## config.mk

```make
export PLATFORM = sky130hd
export DESIGN_NAME = tracking_frame_parser_core
export DESIGN_NICKNAME = d
export VERILOG_FILES = /design/src/hw/rtl/tfp_pkg.sv /design/src/hw/rtl/tfp_parser.sv /design/src/hw/rtl/tfp_outbuf.sv /design/src/hw/rtl/tracking_frame_parser_core.sv
export VERILOG_INCLUDE_DIRS = /design/src /design/src/hw/rtl
export SDC_FILE = /design/constraint.sdc
export NUM_CORES = 1
export LEC_CHECK = 0
export BUFFER_PORTS_ARGS = -buffer_cell sky130_fd_sc_hd__buf_4
export CAP_MARGIN = 20
export CORE_UTILIZATION = 60
export DETAILED_ROUTE_END_ITERATION = 6
export GPL_TIMING_DRIVEN = 1
export PLACE_DENSITY = 0.8
export SYNTH_ARGS = -nofsm -noshare
export SYNTH_HDL_FRONTEND = slang
export SYNTH_HIERARCHICAL = 1
export SYNTH_SLANG_ARGS = --single-unit
```

## constraint.sdc

```tcl
create_clock -name clk_i -period 10.05 [get_ports clk_i]
set_clock_uncertainty 0.15 [all_clocks]
set_input_delay 2.01 -clock clk_i [delete_from_list [all_inputs] [get_ports clk_i]]
set_output_delay 2.01 -clock clk_i [all_outputs]
set_load 0.03 [all_outputs]
```

## src/hw/rtl/tracking_frame_parser_core_defines.svh

```systemverilog
// ----------------------------------------------------------------------------
// Tracking frame parser assertion macros
// Shared concurrent assertion forms, clocked on clk_i and held off in reset.
// ----------------------------------------------------------------------------
`ifndef TRACKING_FRAME_PARSER_CORE_DEFINES_SVH
`define TRACKING_FRAME_PARSER_CORE_DEFINES_SVH

// Same-cycle implication
`define TFP_ASSERT_NOW(label, ante, cons) \
  label: assert property (@(posedge clk_i) disable iff (!rst_ni) (ante) |-> (cons)) \
    else $error("tfp assertion failed");

// Next-cycle implication
`define TFP_ASSERT_NEXT(label, ante, cons) \
  label: assert property (@(posedge clk_i) disable iff (!rst_ni) (ante) |=> (cons)) \
    else $error("tfp assertion failed");

`endif

```

## src/hw/rtl/tfp_pkg.sv

```systemverilog
// ----------------------------------------------------------------------------
// Tracking frame parser package
// Byte codes, parse step codes and the result record type.
// ----------------------------------------------------------------------------
`default_nettype none

package tfp_pkg;

  // Framing bytes
  localparam logic [7:0] HdrByte  = 8'h73;
  localparam logic [7:0] TypeFull = 8'h1a;
  localparam logic [7:0] TypeMode = 8'h3c;
  localparam logic [7:0] FlagMask = 8'ha0;
  localparam logic [7:0] TailByte = 8'h88;

  // Result kinds
  localparam logic KindFull = 1'b0;
  localparam logic KindMode = 1'b1;

  // Parse steps; the two unused codes fall back to hunting
  typedef enum logic [3:0] {
    StHunt  = 4'd0,
    StType  = 4'd1,
    StFlags = 4'd2,
    StYLo   = 4'd3,
    StYHi   = 4'd4,
    StXLo   = 4'd5,
    StXHi   = 4'd6,
    StHold  = 4'd7,
    StThr   = 4'd8,
    StFind  = 4'd9,
    StMode  = 4'd10,
    StFTail = 4'd11,
    StMPay  = 4'd12,
    StMTail = 4'd13
  } parse_step_e;

  // One committed record
  typedef struct packed {
    logic               frame_kind;
    logic [7:0]         found_flags;
    logic signed [15:0] offset_y;
    logic signed [15:0] offset_x;
    logic [7:0]         hold_flag;
    logic [7:0]         throttle_cmd;
    logic [7:0]         find_result;
    logic [7:0]         mode_byte;
  } rec_t;

  // Result item handed from parser to output buffer
  typedef struct packed {
    logic vld;
    rec_t rec;
  } res_item_t;

endpackage

`default_nettype wire

```

## src/hw/rtl/tfp_parser.sv

```systemverilog
// ----------------------------------------------------------------------------
// Tracking frame parser: byte state machine
// Steps through one frame a byte at a time, stages fields, commits on tail.
// ----------------------------------------------------------------------------
`default_nettype none

module tfp_parser (
  input  wire logic              clk_i,
  input  wire logic              rst_ni,
  input  wire logic              byte_vld_i,
  input  wire logic [7:0]        rx_byte_i,
  output tfp_pkg::res_item_t     res_o
);
  import tfp_pkg::*;

  parse_step_e step_q, step_d;

  logic [7:0]  stg_flags_q, stg_flags_d;
  logic [15:0] stg_y_q, stg_y_d;
  logic [15:0] stg_x_q, stg_x_d;
  logic [7:0]  stg_hold_q, stg_hold_d;
  logic [7:0]  stg_thr_q, stg_thr_d;
  logic [7:0]  stg_find_q, stg_find_d;
  logic [7:0]  stg_mode_q, stg_mode_d;

  logic [7:0]  hld_flags_q, hld_flags_d;
  logic [15:0] hld_y_q, hld_y_d;
  logic [15:0] hld_x_q, hld_x_d;
  logic [7:0]  hld_hold_q, hld_hold_d;
  logic [7:0]  hld_thr_q, hld_thr_d;
  logic [7:0]  hld_find_q, hld_find_d;
  logic [7:0]  hld_mode_q, hld_mode_d;

  logic emit;
  logic kind;

  // State and record registers
  always_ff @(posedge clk_i or negedge rst_ni) begin
    if (!rst_ni) begin
      step_q      <= StHunt;
      stg_flags_q <= '0;
      stg_y_q     <= '0;
      stg_x_q     <= '0;
      stg_hold_q  <= '0;
      stg_thr_q   <= '0;
      stg_find_q  <= '0;
      stg_mode_q  <= '0;
      hld_flags_q <= '0;
      hld_y_q     <= '0;
      hld_x_q     <= '0;
      hld_hold_q  <= '0;
      hld_thr_q   <= '0;
      hld_find_q  <= '0;
      hld_mode_q  <= '0;
    end else begin
      step_q      <= step_d;
      stg_flags_q <= stg_flags_d;
      stg_y_q     <= stg_y_d;
      stg_x_q     <= stg_x_d;
      stg_hold_q  <= stg_hold_d;
      stg_thr_q   <= stg_thr_d;
      stg_find_q  <= stg_find_d;
      stg_mode_q  <= stg_mode_d;
      hld_flags_q <= hld_flags_d;
      hld_y_q     <= hld_y_d;
      hld_x_q     <= hld_x_d;
      hld_hold_q  <= hld_hold_d;
      hld_thr_q   <= hld_thr_d;
      hld_find_q  <= hld_find_d;
      hld_mode_q  <= hld_mode_d;
    end
  end

  // Next step, staging and commit
  always_comb begin
    step_d      = step_q;
    stg_flags_d = stg_flags_q;
    stg_y_d     = stg_y_q;
    stg_x_d     = stg_x_q;
    stg_hold_d  = stg_hold_q;
    stg_thr_d   = stg_thr_q;
    stg_find_d  = stg_find_q;
    stg_mode_d  = stg_mode_q;
    hld_flags_d = hld_flags_q;
    hld_y_d     = hld_y_q;
    hld_x_d     = hld_x_q;
    hld_hold_d  = hld_hold_q;
    hld_thr_d   = hld_thr_q;
    hld_find_d  = hld_find_q;
    hld_mode_d  = hld_mode_q;
    emit        = 1'b0;
    kind        = KindFull;

    if (byte_vld_i) begin
      unique case (step_q)
        StHunt: begin
          if (rx_byte_i == HdrByte) step_d = StType;
        end
        StType: begin
          priority if (rx_byte_i == TypeFull) step_d = StFlags;
          else if (rx_byte_i == TypeMode)     step_d = StMPay;
          else                                step_d = StHunt;
        end
        StFlags: begin
          // flag byte kept only if a masked bit is set
          stg_flags_d = ((rx_byte_i & FlagMask) != 8'h00) ? rx_byte_i : 8'h00;
          step_d      = StYLo;
        end
        StYLo: begin
          stg_y_d = {8'h00, rx_byte_i};
          step_d  = StYHi;
        end
        StYHi: begin
          stg_y_d = {rx_byte_i, stg_y_q[7:0]};
          step_d  = StXLo;
        end
        StXLo: begin
          stg_x_d = {8'h00, rx_byte_i};
          step_d  = StXHi;
        end
        StXHi: begin
          stg_x_d = {rx_byte_i, stg_x_q[7:0]};
          step_d  = StHold;
        end
        StHold: begin
          stg_hold_d = rx_byte_i;
          step_d     = StThr;
        end
        StThr: begin
          stg_thr_d = rx_byte_i;
          step_d    = StFind;
        end
        StFind: begin
          stg_find_d = rx_byte_i;
          step_d     = StMode;
        end
        StMode: begin
          stg_mode_d = rx_byte_i;
          step_d     = StFTail;
        end
        StFTail: begin
          // good tail commits the whole staged record
          if (rx_byte_i == TailByte) begin
            hld_flags_d = stg_flags_q;
            hld_y_d     = stg_y_q;
            hld_x_d     = stg_x_q;
            hld_hold_d  = stg_hold_q;
            hld_thr_d   = stg_thr_q;
            hld_find_d  = stg_find_q;
            hld_mode_d  = stg_mode_q;
            emit        = 1'b1;
            kind        = KindFull;
          end
          step_d = StHunt;
        end
        StMPay: begin
          stg_mode_d = rx_byte_i;
          step_d     = StMTail;
        end
        StMTail: begin
          // good tail commits the mode byte only
          if (rx_byte_i == TailByte) begin
            hld_mode_d = stg_mode_q;
            emit       = 1'b1;
            kind       = KindMode;
          end
          step_d = StHunt;
        end
        default: begin
          step_d = StHunt;
        end
      endcase
    end
  end

  // Result is the held record after the commit
  always_comb begin
    res_o.vld              = emit;
    res_o.rec.frame_kind   = kind;
    res_o.rec.found_flags  = hld_flags_d;
    res_o.rec.offset_y     = hld_y_d;
    res_o.rec.offset_x     = hld_x_d;
    res_o.rec.hold_flag    = hld_hold_d;
    res_o.rec.throttle_cmd = hld_thr_d;
    res_o.rec.find_result  = hld_find_d;
    res_o.rec.mode_byte    = hld_mode_d;
  end

endmodule

`default_nettype wire

```

## src/hw/rtl/tfp_outbuf.sv

```systemverilog
// ----------------------------------------------------------------------------
// Tracking frame parser: result buffer
// Output register plus one skid entry so input stall is fully registered.
// ----------------------------------------------------------------------------
`default_nettype none

module tfp_outbuf (
  input  wire logic               clk_i,
  input  wire logic               rst_ni,
  input  wire tfp_pkg::res_item_t res_i,
  output logic                    full_o,
  output logic                    out_vld_o,
  input  wire logic               out_stall_i,
  output tfp_pkg::rec_t           out_rec_o
);
  import tfp_pkg::*;

  logic out_vld_q, out_vld_d;
  logic skd_vld_q, skd_vld_d;
  rec_t out_rec_q, out_rec_d;
  rec_t skd_rec_q, skd_rec_d;
  logic slot_free;

  // Output slot opens when empty or taken this cycle
  assign slot_free = !out_vld_q || !out_stall_i;

  always_comb begin
    out_vld_d = out_vld_q;
    skd_vld_d = skd_vld_q;
    out_rec_d = out_rec_q;
    skd_rec_d = skd_rec_q;
    if (slot_free) begin
      // skid entry is older than any new item
      priority if (skd_vld_q) begin
        out_vld_d = 1'b1;
        out_rec_d = skd_rec_q;
        skd_vld_d = 1'b0;
      end else if (res_i.vld) begin
        out_vld_d = 1'b1;
        out_rec_d = res_i.rec;
      end else begin
        out_vld_d = 1'b0;
      end
    end else if (res_i.vld) begin
      skd_vld_d = 1'b1;
      skd_rec_d = res_i.rec;
    end
  end

  // Control flags
  always_ff @(posedge clk_i or negedge rst_ni) begin
    if (!rst_ni) begin
      out_vld_q <= 1'b0;
      skd_vld_q <= 1'b0;
    end else begin
      out_vld_q <= out_vld_d;
      skd_vld_q <= skd_vld_d;
    end
  end

  // Payload, no reset
  always_ff @(posedge clk_i) begin
    out_rec_q <= out_rec_d;
    skd_rec_q <= skd_rec_d;
  end

  assign full_o    = skd_vld_q;
  assign out_vld_o = out_vld_q;
  assign out_rec_o = out_rec_q;

endmodule

`default_nettype wire

```

## src/hw/rtl/tracking_frame_parser_core.sv

```systemverilog
// Tracking frame parser core. Takes one received byte per item and deframes
// vision-result frames (header 0x73, type 0x1a full or 0x3c mode-only, tail
// 0x88). A byte can be accepted every clock cycle while in_stall_o is low.
// The state step for a byte is combinational logic on the parse register;
// each committed record is registered in an output register with one skid
// entry, which takes it while the output side stalls, so in_stall_o rises
// only when both are occupied and the output side is stalling.
// ----------------------------------------------------------------------------
// Tracking frame parser core
// Top level: input handshake, byte parser and registered result buffer.
// ----------------------------------------------------------------------------
`default_nettype none

`include "tracking_frame_parser_core_defines.svh"

module tracking_frame_parser_core (
  input  wire logic        clk_i,
  input  wire logic        rst_ni,
  input  wire logic        in_valid_i,
  output logic             in_stall_o,
  input  wire logic [7:0]  rx_byte_i,
  output logic             out_valid_o,
  input  wire logic        out_stall_i,
  output logic             frame_kind_o,
  output logic [7:0]       found_flags_o,
  output logic signed [15:0] offset_y_o,
  output logic signed [15:0] offset_x_o,
  output logic [7:0]       hold_flag_o,
  output logic [7:0]       throttle_cmd_o,
  output logic [7:0]       find_result_o,
  output logic [7:0]       mode_byte_o
);
  import tfp_pkg::*;

  logic      in_acc;
  logic      buf_full;
  res_item_t res;
  rec_t      out_rec;

  // Accept a byte whenever the skid entry is free
  assign in_acc     = in_valid_i && !buf_full;
  assign in_stall_o = buf_full;

  tfp_parser u_parser (
    .clk_i      (clk_i),
    .rst_ni     (rst_ni),
    .byte_vld_i (in_acc),
    .rx_byte_i  (rx_byte_i),
    .res_o      (res)
  );

  tfp_outbuf u_outbuf (
    .clk_i       (clk_i),
    .rst_ni      (rst_ni),
    .res_i       (res),
    .full_o      (buf_full),
    .out_vld_o   (out_valid_o),
    .out_stall_i (out_stall_i),
    .out_rec_o   (out_rec)
  );

  // Result fields
  assign frame_kind_o   = out_rec.frame_kind;
  assign found_flags_o  = out_rec.found_flags;
  assign offset_y_o     = out_rec.offset_y;
  assign offset_x_o     = out_rec.offset_x;
  assign hold_flag_o    = out_rec.hold_flag;
  assign throttle_cmd_o = out_rec.throttle_cmd;
  assign find_result_o  = out_rec.find_result;
  assign mode_byte_o    = out_rec.mode_byte;

  // Checks
  `TFP_ASSERT_NOW(a_skid_implies_out, buf_full, out_valid_o)
  `TFP_ASSERT_NEXT(a_result_parks, res.vld && out_valid_o && out_stall_i, in_stall_o)
  `TFP_ASSERT_NOW(a_result_only_on_accept, res.vld, in_acc)
  `TFP_ASSERT_NOW(a_flags_filtered, res.vld,
                  (res.rec.found_flags == 8'h00) || ((res.rec.found_flags & FlagMask) != 8'h00))

endmodule

`default_nettype wire

```

Word-level counts from Yosys, hierarchy flattened --
Cells that the tools add are included.
Storage, ports and cells: logic and storage cells 120, input bits 12, bits in registers 296
Cells by class: bitwise logic cells 3, reductions and logical operators 25, equal/unequal tests 18, mux-type cells 39
Operator list (number):
- $mux W73 | 2
- $mux W8 | 16
- $mux W16 | 6
- $pmux W16 S2 | 2
- $pmux W4 S12 | 1
- $eq A4 B4 Y1 const B | 6
- $reduce_and A2 Y1 | 10
- $eq A4 B3 Y1 const B | 4
- $mux W4 | 3
- $mux W1 | 9
- $eq A4 B2 Y1 const B | 2
- $eq A8 B5 Y1 const B | 1
- $eq A8 B6 Y1 const B | 1
- $eq A8 B7 Y1 const B | 1
- $eq A8 B8 Y1 const B | 1
- $reduce_bool A2 Y1 | 4
- $reduce_bool A8 Y1 | 1
- $reduce_and A3 Y1 | 2
- $eq A4 B1 Y1 const B | 1
- $logic_not A4 Y1 | 1
- $reduce_or A2 Y1 | 2
- $logic_not A1 Y1 | 3
- $not A1 Y1 | 3
- $ne A2 B1 Y1 const B | 1
- 2 further kinds | 2

Depth between registers and ports, before layout --
Gate-level depths: netlist (run 1).
word-level depth 6, mapped depth 7, mapped depth without buffers 5

Modules after synthesis --
The synthesis (run 1) kept the hierarchy.
Modules (own cells, without submodules):
- tfp_parser | cells an instance 450, seq. area each 3703.6 um^2, area each 6248.5 um^2, instances 1
- tfp_outbuf | cells an instance 233, seq. area each 4434.3 um^2, area each 5470.2 um^2, instances 1
- tracking_frame_parser_core | cells an instance 1, seq. area each 0.0 um^2, area each 13.8 um^2, instances 1

Least setup slack after synthesis (run 1) --
No wires, ideal clock.
kind input to register, start point input port in_valid_i, end point register u_outbuf.out_rec_q, in the netlist u_outbuf/out_rec_o[0] (enable), buffers on the path 2, setup slack 2594 ps, data arrival time 6767 ps, cell stages on the path 7, library setup time 539 ps, cells stage by stage nor2b_4 -> clkbuf_1 -> and2_4 -> nand2_1 -> nor3_1 -> buf_4 -> a2bb2oi_1
On the way: longest elaborated chain between the ends 4
Ends and longest elaborated chain:
- start: declaration | RTL line tracking_frame_parser_core.sv:19 | input wire logic in_valid_i,
- $logic_and A1 B1 Y1 | RTL line tracking_frame_parser_core.sv:41 | assign in_acc = in_valid_i && !buf_full;
- $mux W1 | RTL line tfp_parser.sv:94 | if (byte_vld_i) begin
- net u_parser.emit | RTL line tfp_parser.sv:34 | logic emit;
- $reduce_bool A2 Y1 (no line)
- $reduce_and A2 Y1 (no line)
- end signal: assignment | RTL line tfp_outbuf.sv:63 | out_rec_q <= out_rec_d;
- end: declaration | RTL line tfp_outbuf.sv:20 | rec_t out_rec_q, out_rec_d;
The timed path passes the listed nets, and every way through them passes these cells. A chain may end at the register's enable or synchronous reset.

==> flow_summary.toml, run 1 <==
[place]
io_buffers = 86
globalplace.congestion = 0.916
postPlaceCellArea_um2 = 12500
dp_hpwl_mm = 12.9
dp.cells = 994

[sta]
fin_crit_sh = 0.475
finalHoldViolCount = 0
finalSetupViolCount = 0
timing.fmax_mhz = 209
maxSlewViolCount = 0
whs_ns = 0.333
worst_pin_slew_ns = 0.856
slew_headroom = 0.429
period_needed_ns = 4.78
rsz0062_at_grt = "no"
tns_ns = 0

[setup_path]
critPathArrivalTime_ns = 4.77
endpoint_kind = "flop"
crit_start = "rx_byte_i[5]"
reg2reg_setup_slack_ns = 6.24
r2r_cells = 6
timing.rr.end = "u_outbuf/skd_rec_q[3]"
cp.required_ns = 10.05
cp_max_fo = 53
r2r-start = "u_outbuf/full_o"
path_class = "input port to flop"
crit_path_end = "u_outbuf/skd_rec_q[3]"
critPathLaunchType = "input port"

[pwr]
p_per_area_nw_per_um2 = 208
switching_power_mw = 0.674
power.total_mw = 2.79
switching_share = 0.242
internal_power_mw = 2.11
power.leakage_nw = 5.94
comb_power_share = 0.096
irDropWorstVdd_mv = 0.157
p_seq_frac = 0.540
p_clk_frac = 0.364

[yosys]
postSynthAreaPerCell_um2 = 17.2
ys_seq_area_frac = 0.694
ys_ff_latch = 296
synth_edf_count = 146
async_flop_share = 0.507
synth_ff_type = "dfrtp_1"
yosysWarnings = 6
netlist_instances = 684
netlist_area_um2 = 11700
syn_nets = 696
post_synth_num_cell_types = 51

[global_routing]
first_global_vias = 6155
grt_max_degree = 81
grt_first_pass_wirelength_mm = 33.6
antenna_found_initial = 0
grt_usage = 0.216
grt-ovfl-total = 0

[clock_tree]
cts_root_buffer = "clkbuf_16"
cts_sinks = 296
numCtsBuffers = 29
htree_num_levels = 1
clkTransAtPathRegs_ns = 0.06
cts.path.max_buffers = 3
cts_tree = "built"
clock_latency_ns = 0.53
cts.hold.buffers_added = 0
cts_resized = 0
postCtsSetupRepairBufs = 0

[detailed_routing]
drtIter0Drc = 444
dr.pass1.iters = 4
route.vias.total = 5797
drc_errors = 0
ant_nets = 0
viasPerCell = 5.53
totalWireLength_mm = 20.5
wl_per_cell_um = 19.6

[floorplanning]
die_w_um = 142
io_pins = 87
start_util = 0.619
die-area_um2 = 20100
core-area_um2 = 19000
std_cell_rows = 50
die_h_um = 142

[layout]
final_cell_mix = "dfrtp_1, edfxtp_1, buf_4"
area_growth_pct = 14.4
finalInstanceArea_um2 = 13400
fillCellCount = 1212
diodes = 0
final_cell_count_no_fill = 1048
drive_above_1_share = 0.410
fin_nets = 779
multi_input_area_um2 = 3320
final_common_cell = "dfrtp_1"
seqCellArea_um2 = 8140

[status]
status = "completed"

[min_path]
hold_path_class = "flop to flop"

[job]
drv_cap = 0
==> Yosys cell counts (2+ instances only) <==
cell | n | area (um^2)
nand2b_1 | 3 | 18.8
inv_1 | 3 | 11.3
edfxtp_1 | 146 | 4380
nand4b_1 | 2 | 17.5
nor4_1 | 2 | 12.5
buf_6 | 15 | 169
nor2_1 | 2 | 7.51
nand3_1 | 2 | 10.0
a31oi_1 | 2 | 12.5
o31ai_1 | 2 | 15.0
buf_4 | 3 | 22.5
a21oi_1 | 3 | 15.0
nand2_1 | 71 | 267
buf_2 | 6 | 30.0
a22o_1 | 9 | 78.8
clkbuf_1 | 17 | 63.8
mux2_2 | 82 | 923
nor2b_1 | 3 | 18.8
dfrtp_1 | 150 | 3750
o41ai_1 | 2 | 17.5
nor2_2 | 2 | 12.5
mux2_1 | 7 | 78.8
nor3_1 | 3 | 15.0
o21ai_0 | 31 | 155
mux2_4 | 90 | 1350
==> metrics by stage <==
| step | setup slack (ns) | utilization |
|---|---|---|
| global route | 5.12 | 0.708 |
| CTS | 5.17 | 0.706 |
| detailed placement | 4.62 | 0.658 |
| floorplan | 2.59 | - |
| finish | 5.27 | 0.708 |
| global placement | 4.86 | 0.658 |
==> final cells by class <==
| cell class | instances | area share |
|---|---|---|
| flip-flops and latches | 296 | 0.607 |
| repair buffers | 93 | 0.0538 |
| inverters | 3 | 0.000839 |
| well taps | 260 | 0.0242 |
| multi-input cells | 344 | 0.247 |
| clock buffers | 47 | 0.0652 |
| clock inverters | 5 | 0.00214 |
==> power by group through the flow <==
stage	registers, mW	logic (mW)	clock network, mW
after floorplan	1.46	0.243	0
after global placement	1.52	0.257	0
after detailed placement	1.53	0.264	0
after CTS	1.51	0.267	1.04
after global routing	1.52	0.301	1.08
final	1.51	0.267	1.01
==> metal layers <==
layer	vias up	global-route usage	share of wire
li1	2663	-	-
met1	2963	0.309	0.44
met5	-	0	0
met3	23	0.0297	0.053
met2	148	0.353	0.50
met4	0	0.0543	0.013
==> cells by family after synthesis <==
kind of cell	synth area share
AO/OA/AOI/OAI	0.0301
AND/OR/NAND/NOR	0.0497
XOR/XNOR	0.000747
buffers and inverters	0.0253
flip-flops	0.694
multiplexers	0.201
==> worst min-delay path by stage <==
| stage | start | end | slack [ns] | cells past startpoint |
|---|---|---|---|---|
| 6_report | u_parser/stg_x_q[10] | u_parser/stg_x_q[10] | 0.33 | 2 |
| 5_1_grt | u_parser/stg_x_q[2] | u_parser/stg_x_q[2] | 0.37 | 2 |
| 4_1_cts | u_parser/stg_x_q[10] | u_parser/stg_x_q[10] | 0.34 | 2 |
| 3_5_place_dp | u_parser/stg_x_q[10] | u_parser/stg_x_q[10] | 0.32 | 2 |
| 3_3_place_gp | u_parser/stg_x_q[15] | u_parser/stg_x_q[15] | 0.32 | 2 |
| 2_1_floorplan | u_parser/stg_x_q[15] | u_parser/stg_x_q[15] | 0.30 | 2 |
==> critical path, cell delays in order <==
cell,delay [ns]
buf_4,0.17
nor4b_2,0.50
nand2_1,0.13
nor3_1,0.52
and3_2,0.66
buf_4,0.74
==> sequential cells by signal (all words and copies together), names as in the netlist, 4 cells and up <==
register,cells
u_parser/hld_y_q,16
u_parser/stg_x_q,16
u_parser/stg_mode_q,8
u_parser/stg_thr_q,8
u_parser/stg_hold_q,8
u_parser/hld_flags_q,8
u_parser/step_q,4
u_outbuf/skd_rec_q,73
u_parser/hld_x_q,16
u_parser/hld_find_q,8
u_parser/hld_mode_q,8
u_parser/stg_find_q,8
u_parser/hld_thr_q,8
u_parser/stg_flags_q,8
u_parser/hld_hold_q,8
u_outbuf/out_rec_o,73
u_parser/stg_y_q,16
No activity file was read; power rests on OpenSTA's default activity.
==> inputs of run 2 (changes only) <==
--- a/config.mk
+++ b/config.mk
@@ -8,10 +8,10 @@
 export LEC_CHECK = 0
 export BUFFER_PORTS_ARGS = -buffer_cell sky130_fd_sc_hd__buf_4
 export CAP_MARGIN = 20
-export CORE_UTILIZATION = 60
+export CORE_UTILIZATION = 54
 export DETAILED_ROUTE_END_ITERATION = 6
 export GPL_TIMING_DRIVEN = 1
-export PLACE_DENSITY = 0.8
+export PLACE_DENSITY = 0.76
 export SYNTH_ARGS = -nofsm -noshare
 export SYNTH_HDL_FRONTEND = slang
 export SYNTH_HIERARCHICAL = 1
==> constraint.sdc (replaced) <==
create_clock -name clk_i -period 3.9 [get_ports clk_i]
set_clock_uncertainty 0.15 [all_clocks]
set_input_delay 0.78 -clock clk_i [delete_from_list [all_inputs] [get_ports clk_i]]
set_output_delay 0.78 -clock clk_i [all_outputs]
set_load 0.03 [all_outputs]
==> run 2 against run 1 <==
Effect of this change:
- global-route usage fell by 2.2 points
- power grew to 2.7 times the previous value
- combinational power rose to 2.6 times the previous value
- cell area rose by 1.2%
- via count up 1.3%
- first-iteration DRC count fell by 28%
- clock power rose to 2.9 times the previous value
- setup slack worse by 4.2 ns
- die area rose by 11%
- critical path type is now flop to flop
- critical endpoint is now u_outbuf/out_rec_o[36]
==> flow_summary.toml, run 2 (synthesis results as in run 1) <==
[status]
status = "completed"

[sta]
tns_ns = 0
fin_crit_sh = 0.734
rsz0062_at_grt = "no"
finalHoldViolCount = 0
period_needed_ns = 2.86
finalSetupViolCount = 0
whs_ns = 0.149
worst_pin_slew_ns = 0.797
timing.fmax_mhz = 349
maxSlewViolCount = 0
slew_headroom = 0.466

[floorplanning]
io_pins = 87
die_w_um = 149
core-area_um2 = 21200
die-area_um2 = 22300
die_h_um = 149
std_cell_rows = 53
start_util = 0.555

[layout]
final_common_cell = "dfrtp_1"
final_cell_mix = "dfrtp_1, edfxtp_1, buf_4"
fin_nets = 781
fillCellCount = 1432
diodes = 0
drive_above_1_share = 0.411
seqCellArea_um2 = 8140
area_growth_pct = 15.7
multi_input_area_um2 = 3320
utilization = 0.642

[job]
drv_cap = 0

[place]
dp_hpwl_mm = 12.2
io_buffers = 86
globalplace.congestion = 0.887

[global_routing]
grt_util_met1 = 0.272
grt_first_pass_wirelength_mm = 33.5
first_global_vias = 6182
antenna_found_initial = 0
grt_max_degree = 80
grt_usage = 0.194
busiest_layer = "met2"
grt-ovfl-total = 0
use_met2 = 0.310
met3_usage = 0.0291

[detailed_routing]
drtIter0Drc = 319
totalWireLength_mm = 20.7
viasPerCell = 5.51
wl_per_cell_um = 19.4
ant_nets = 0
drc_errors = 0
route.vias.total = 5873
dr.pass1.iters = 4

[pwr]
p_per_area_nw_per_um2 = 547
irDropWorstVdd_mv = 0.353
power.total_mw = 7.43
power.leakage_nw = 6.00

[setup_path]
timing.rr.end = "u_outbuf/out_rec_o[36]"
critPathLaunchType = "flop"
path_class = "flop to flop"
cp_max_fo = 41
critPathArrivalTime_ns = 2.99
r2r-start = "u_parser/step_q[0]"
cp.required_ns = 4.03
reg2reg_setup_slack_ns = 1.04
endpoint_kind = "flop"
r2r_cells = 6

[clock_tree]
cts_tree = "built"
clkTransAtPathRegs_ns = 0.06
cts_sinks = 296
numCtsBuffers = 28
cts.path.max_buffers = 3
cts_resized = 0
cts_root_buffer = "clkbuf_16"
clock_latency_ns = 0.54
postCtsSetupRepairBufs = 0
htree_num_levels = 1
cts.hold.buffers_added = 0

[min_path]
hold_path_class = "input port to asynchronous set/reset pin"
[run 2: final cells by class]
class,count,share of cell area
clock inverters,14,0.0160
multi-input cells,344,0.244
flip-flops and latches,296,0.600
repair buffers,96,0.0571
well taps,275,0.0253
clock buffers,38,0.0567
inverters,3,0.000829
[run 2: worst max-delay path, stage by stage, from the launching register on]
cell and delay [ns]:
dfrtp_1 0.73, nand2_1 0.22, nor3_1 0.31, nand3_4 0.24, buf_12 0.28, mux2_4 0.37
mux2_4 0.27
[run 2: worst max path at each step]
stage / depth (start not counted) / to / startpoint / slack [ns]
2_1_floorplan: 7 / u_outbuf/out_rec_o[0] / in_valid_i / 0.41
3_3_place_gp: 8 / u_outbuf/skd_rec_q[27] / rx_byte_i[1] / 0.69
3_5_place_dp: 8 / u_outbuf/skd_rec_q[9] / rx_byte_i[1] / 0.67
4_1_cts: 6 / u_outbuf/out_rec_o[36] / u_parser/step_q[0] / 1.09
5_1_grt: 6 / u_outbuf/out_rec_o[36] / u_parser/step_q[0] / 0.97
6_report: 6 / u_outbuf/out_rec_o[36] / u_parser/step_q[0] / 1.04
[run 2: power breakdown]
| part | switching (mW) | internal, mW |
|---|---|---|
| Sequential | 0.259 | 3.59 |
| Combinational | 0.367 | 0.333 |
| Clock | 1.10 | 1.77 |
| Total | 1.73 | 5.70 |
[run 2: per-layer routing]
layer	vias up	share of wire
met5	-	0
met2	149	0.48
met4	0	0.024
li1	2665	-
met3	42	0.053
met1	3017	0.44
[run 2: per-stage QoR]
step | worst slack (ns) | instance area, um^2 | std cells
final | 1.04 | 13600 | 1066
after detailed placement | 0.667 | 12600 | 1013
after global placement | 0.687 | 12600 | 1013
after CTS | 1.09 | 13600 | 1065
after floorplan | 0.407 | 11800 | 684
after global routing | 0.970 | 13600 | 1066
==> inputs of run 3 (changes only) <==
==> constraint.sdc (replaced) <==
create_clock -name clk_i -period 2.3 [get_ports clk_i]
set_clock_uncertainty 0.15 [all_clocks]
set_input_delay 0.46 -clock clk_i [delete_from_list [all_inputs] [get_ports clk_i]]
set_output_delay 0.46 -clock clk_i [all_outputs]
set_load 0.03 [all_outputs]
==> run 3 against run 2 <==
Effect of this change:
- setup slack got worse by 1.0 ns
- clock power rose by 66%
- sequential power rose by 68%
- utilization rose by 4.1 points
- sequential share of layout area fell by 3.6 points
- largest cell class unchanged
- highest routed layer unchanged
==> flow_summary.toml, run 3 (synthesis results as in run 1) <==
[status]
status = "completed"

[sta]
slew_headroom = 0.561
tns_ns = 0
timing.fmax_mhz = 442
finalSetupViolCount = 0
period_needed_ns = 2.26
setup_slack_ns = 0.0381
finalHoldViolCount = 0
whs_ns = 0.0595
maxSlewViolCount = 0
worst_pin_slew_ns = 0.650
rsz0062_at_grt = "yes"
fin_crit_sh = 0.983

[layout]
final_common_cell = "buf_4"
fillCellCount = 1368
final_cell_mix = "buf_4, dfrtp_1, edfxtp_1"
area_growth_pct = 23.1
seqCellArea_um2 = 8140
drive_above_1_share = 0.489
utilization = 0.683
multi_input_area_um2 = 3360
final_cell_count_no_fill = 1164
fin_nets = 878
diodes = 0
finalInstanceArea_um2 = 14400

[clock_tree]
numCtsBuffers = 29
postCtsSetupRepairBufs = 0
clock_latency_ns = 0.54
cts.path.max_buffers = 3
cts_tree = "built"
cts_sinks = 296
cts_root_buffer = "clkbuf_16"
clkTransAtPathRegs_ns = 0.06
htree_num_levels = 1

[global_routing]
grt_first_pass_wirelength_mm = 36.5
grt-ovfl-total = 0
antenna_found_initial = 0
first_global_vias = 6874
grt_max_degree = 78
grt_usage = 0.212

[detailed_routing]
ant_nets = 0
dr.pass1.iters = 5
wl_per_cell_um = 19.2
drc_errors = 0
route.vias.total = 6223
totalWireLength_mm = 22.4
viasPerCell = 5.35
drtIter0Drc = 379

[floorplanning]
die_w_um = 149
std_cell_rows = 53
io_pins = 87
start_util = 0.555
die-area_um2 = 22300
die_h_um = 149
core-area_um2 = 21200

[setup_path]
endpoint_kind = "flop"
r2r-start = "u_parser/step_q[1]"
path_class = "flop to flop"
critPathArrivalTime_ns = 2.39
cp_max_fo = 28
timing.rr.end = "u_outbuf/out_rec_o[22]"
critPathLaunchType = "flop"
reg2reg_setup_slack_ns = 0.04
cp.required_ns = 2.43
r2r_cells = 6

[min_path]
min_to = "u_outbuf/out_vld_o"
hold_path_class = "input port to flop"
holdPathStages = 2
min-delay-start = "out_stall_i"

[place]
globalplace.congestion = 0.885
io_buffers = 86
dp_hpwl_mm = 14.0
pre_cts_slack_ns = -0.293
postPlaceCellArea_um2 = 13400
dp.cells = 1109

[pwr]
p_per_area_nw_per_um2 = 877
irDropWorstVdd_mv = 0.649
power.total_mw = 12.7
power.leakage_nw = 6.54

[job]
drv_cap = 0
==> run 3: cell count changes in the layout (fill, tap and decap cells not counted), sizes merged <==
cell	before	now
inv	3	4
dlygate4sd3	0	1
buf	96	191
clkinv	7	6
clkbuf	38	43
bufinv	6	3
==> run 3: layer usage <==
layer  share of wire  up-vias  track usage
met5               0        -            0
met4           0.024        0       0.0679
met3           0.045       40       0.0287
met2            0.49      174        0.353
met1            0.44     3147        0.288
li1                -     2862            -
==> run 3: how the worst max path moves through the flow <==
stage                        from                      to  slack, ns
5_1_grt        u_parser/step_q[1]   u_outbuf/out_rec_o[0]      -0.03
3_5_place_dp         rx_byte_i[5]   u_outbuf/skd_rec_q[5]      -0.29
4_1_cts           u_outbuf/full_o              in_stall_o       0.01
2_1_floorplan        rx_byte_i[0]   u_outbuf/out_rec_o[0]      -0.80
6_report       u_parser/step_q[1]  u_outbuf/out_rec_o[22]       0.04
3_3_place_gp         rx_byte_i[5]   u_outbuf/skd_rec_q[6]      -0.23
==> run 3: area by class of cell <==
class | instances | share of cell area
well taps | 275 | 0.0238
clock inverters | 11 | 0.00936
multi-input cells | 344 | 0.233
inverters | 3 | 0.000780
clock buffers | 43 | 0.0588
flip-flops and latches | 296 | 0.564
repair buffers | 192 | 0.111
==> run 3: where the power goes <==
group | switching, mW | total, mW | internal (mW)
clock | 1.90 | 4.79 | 2.89
combinational | 0.754 | 1.40 | 0.648
sequential | 0.376 | 6.47 | 6.09
total | 3.03 | 12.7 | 9.63
==> run 3: timing repair <==
action	CTS	global route
hold buffers	1	0
gates resized for setup	3	2
cloned	0	0
endpoints found under the hold margin	46	0
endpoints found under the setup margin	102	98
==> run 3: worst max-delay path: stages (launching register included) <==
cell	delay [ns]
dfrtp_2	0.46
nand2_1	0.18
nor3_2	0.22
nand3_4	0.14
buf_12	0.21
mux2_4	0.34
mux2_2	0.28
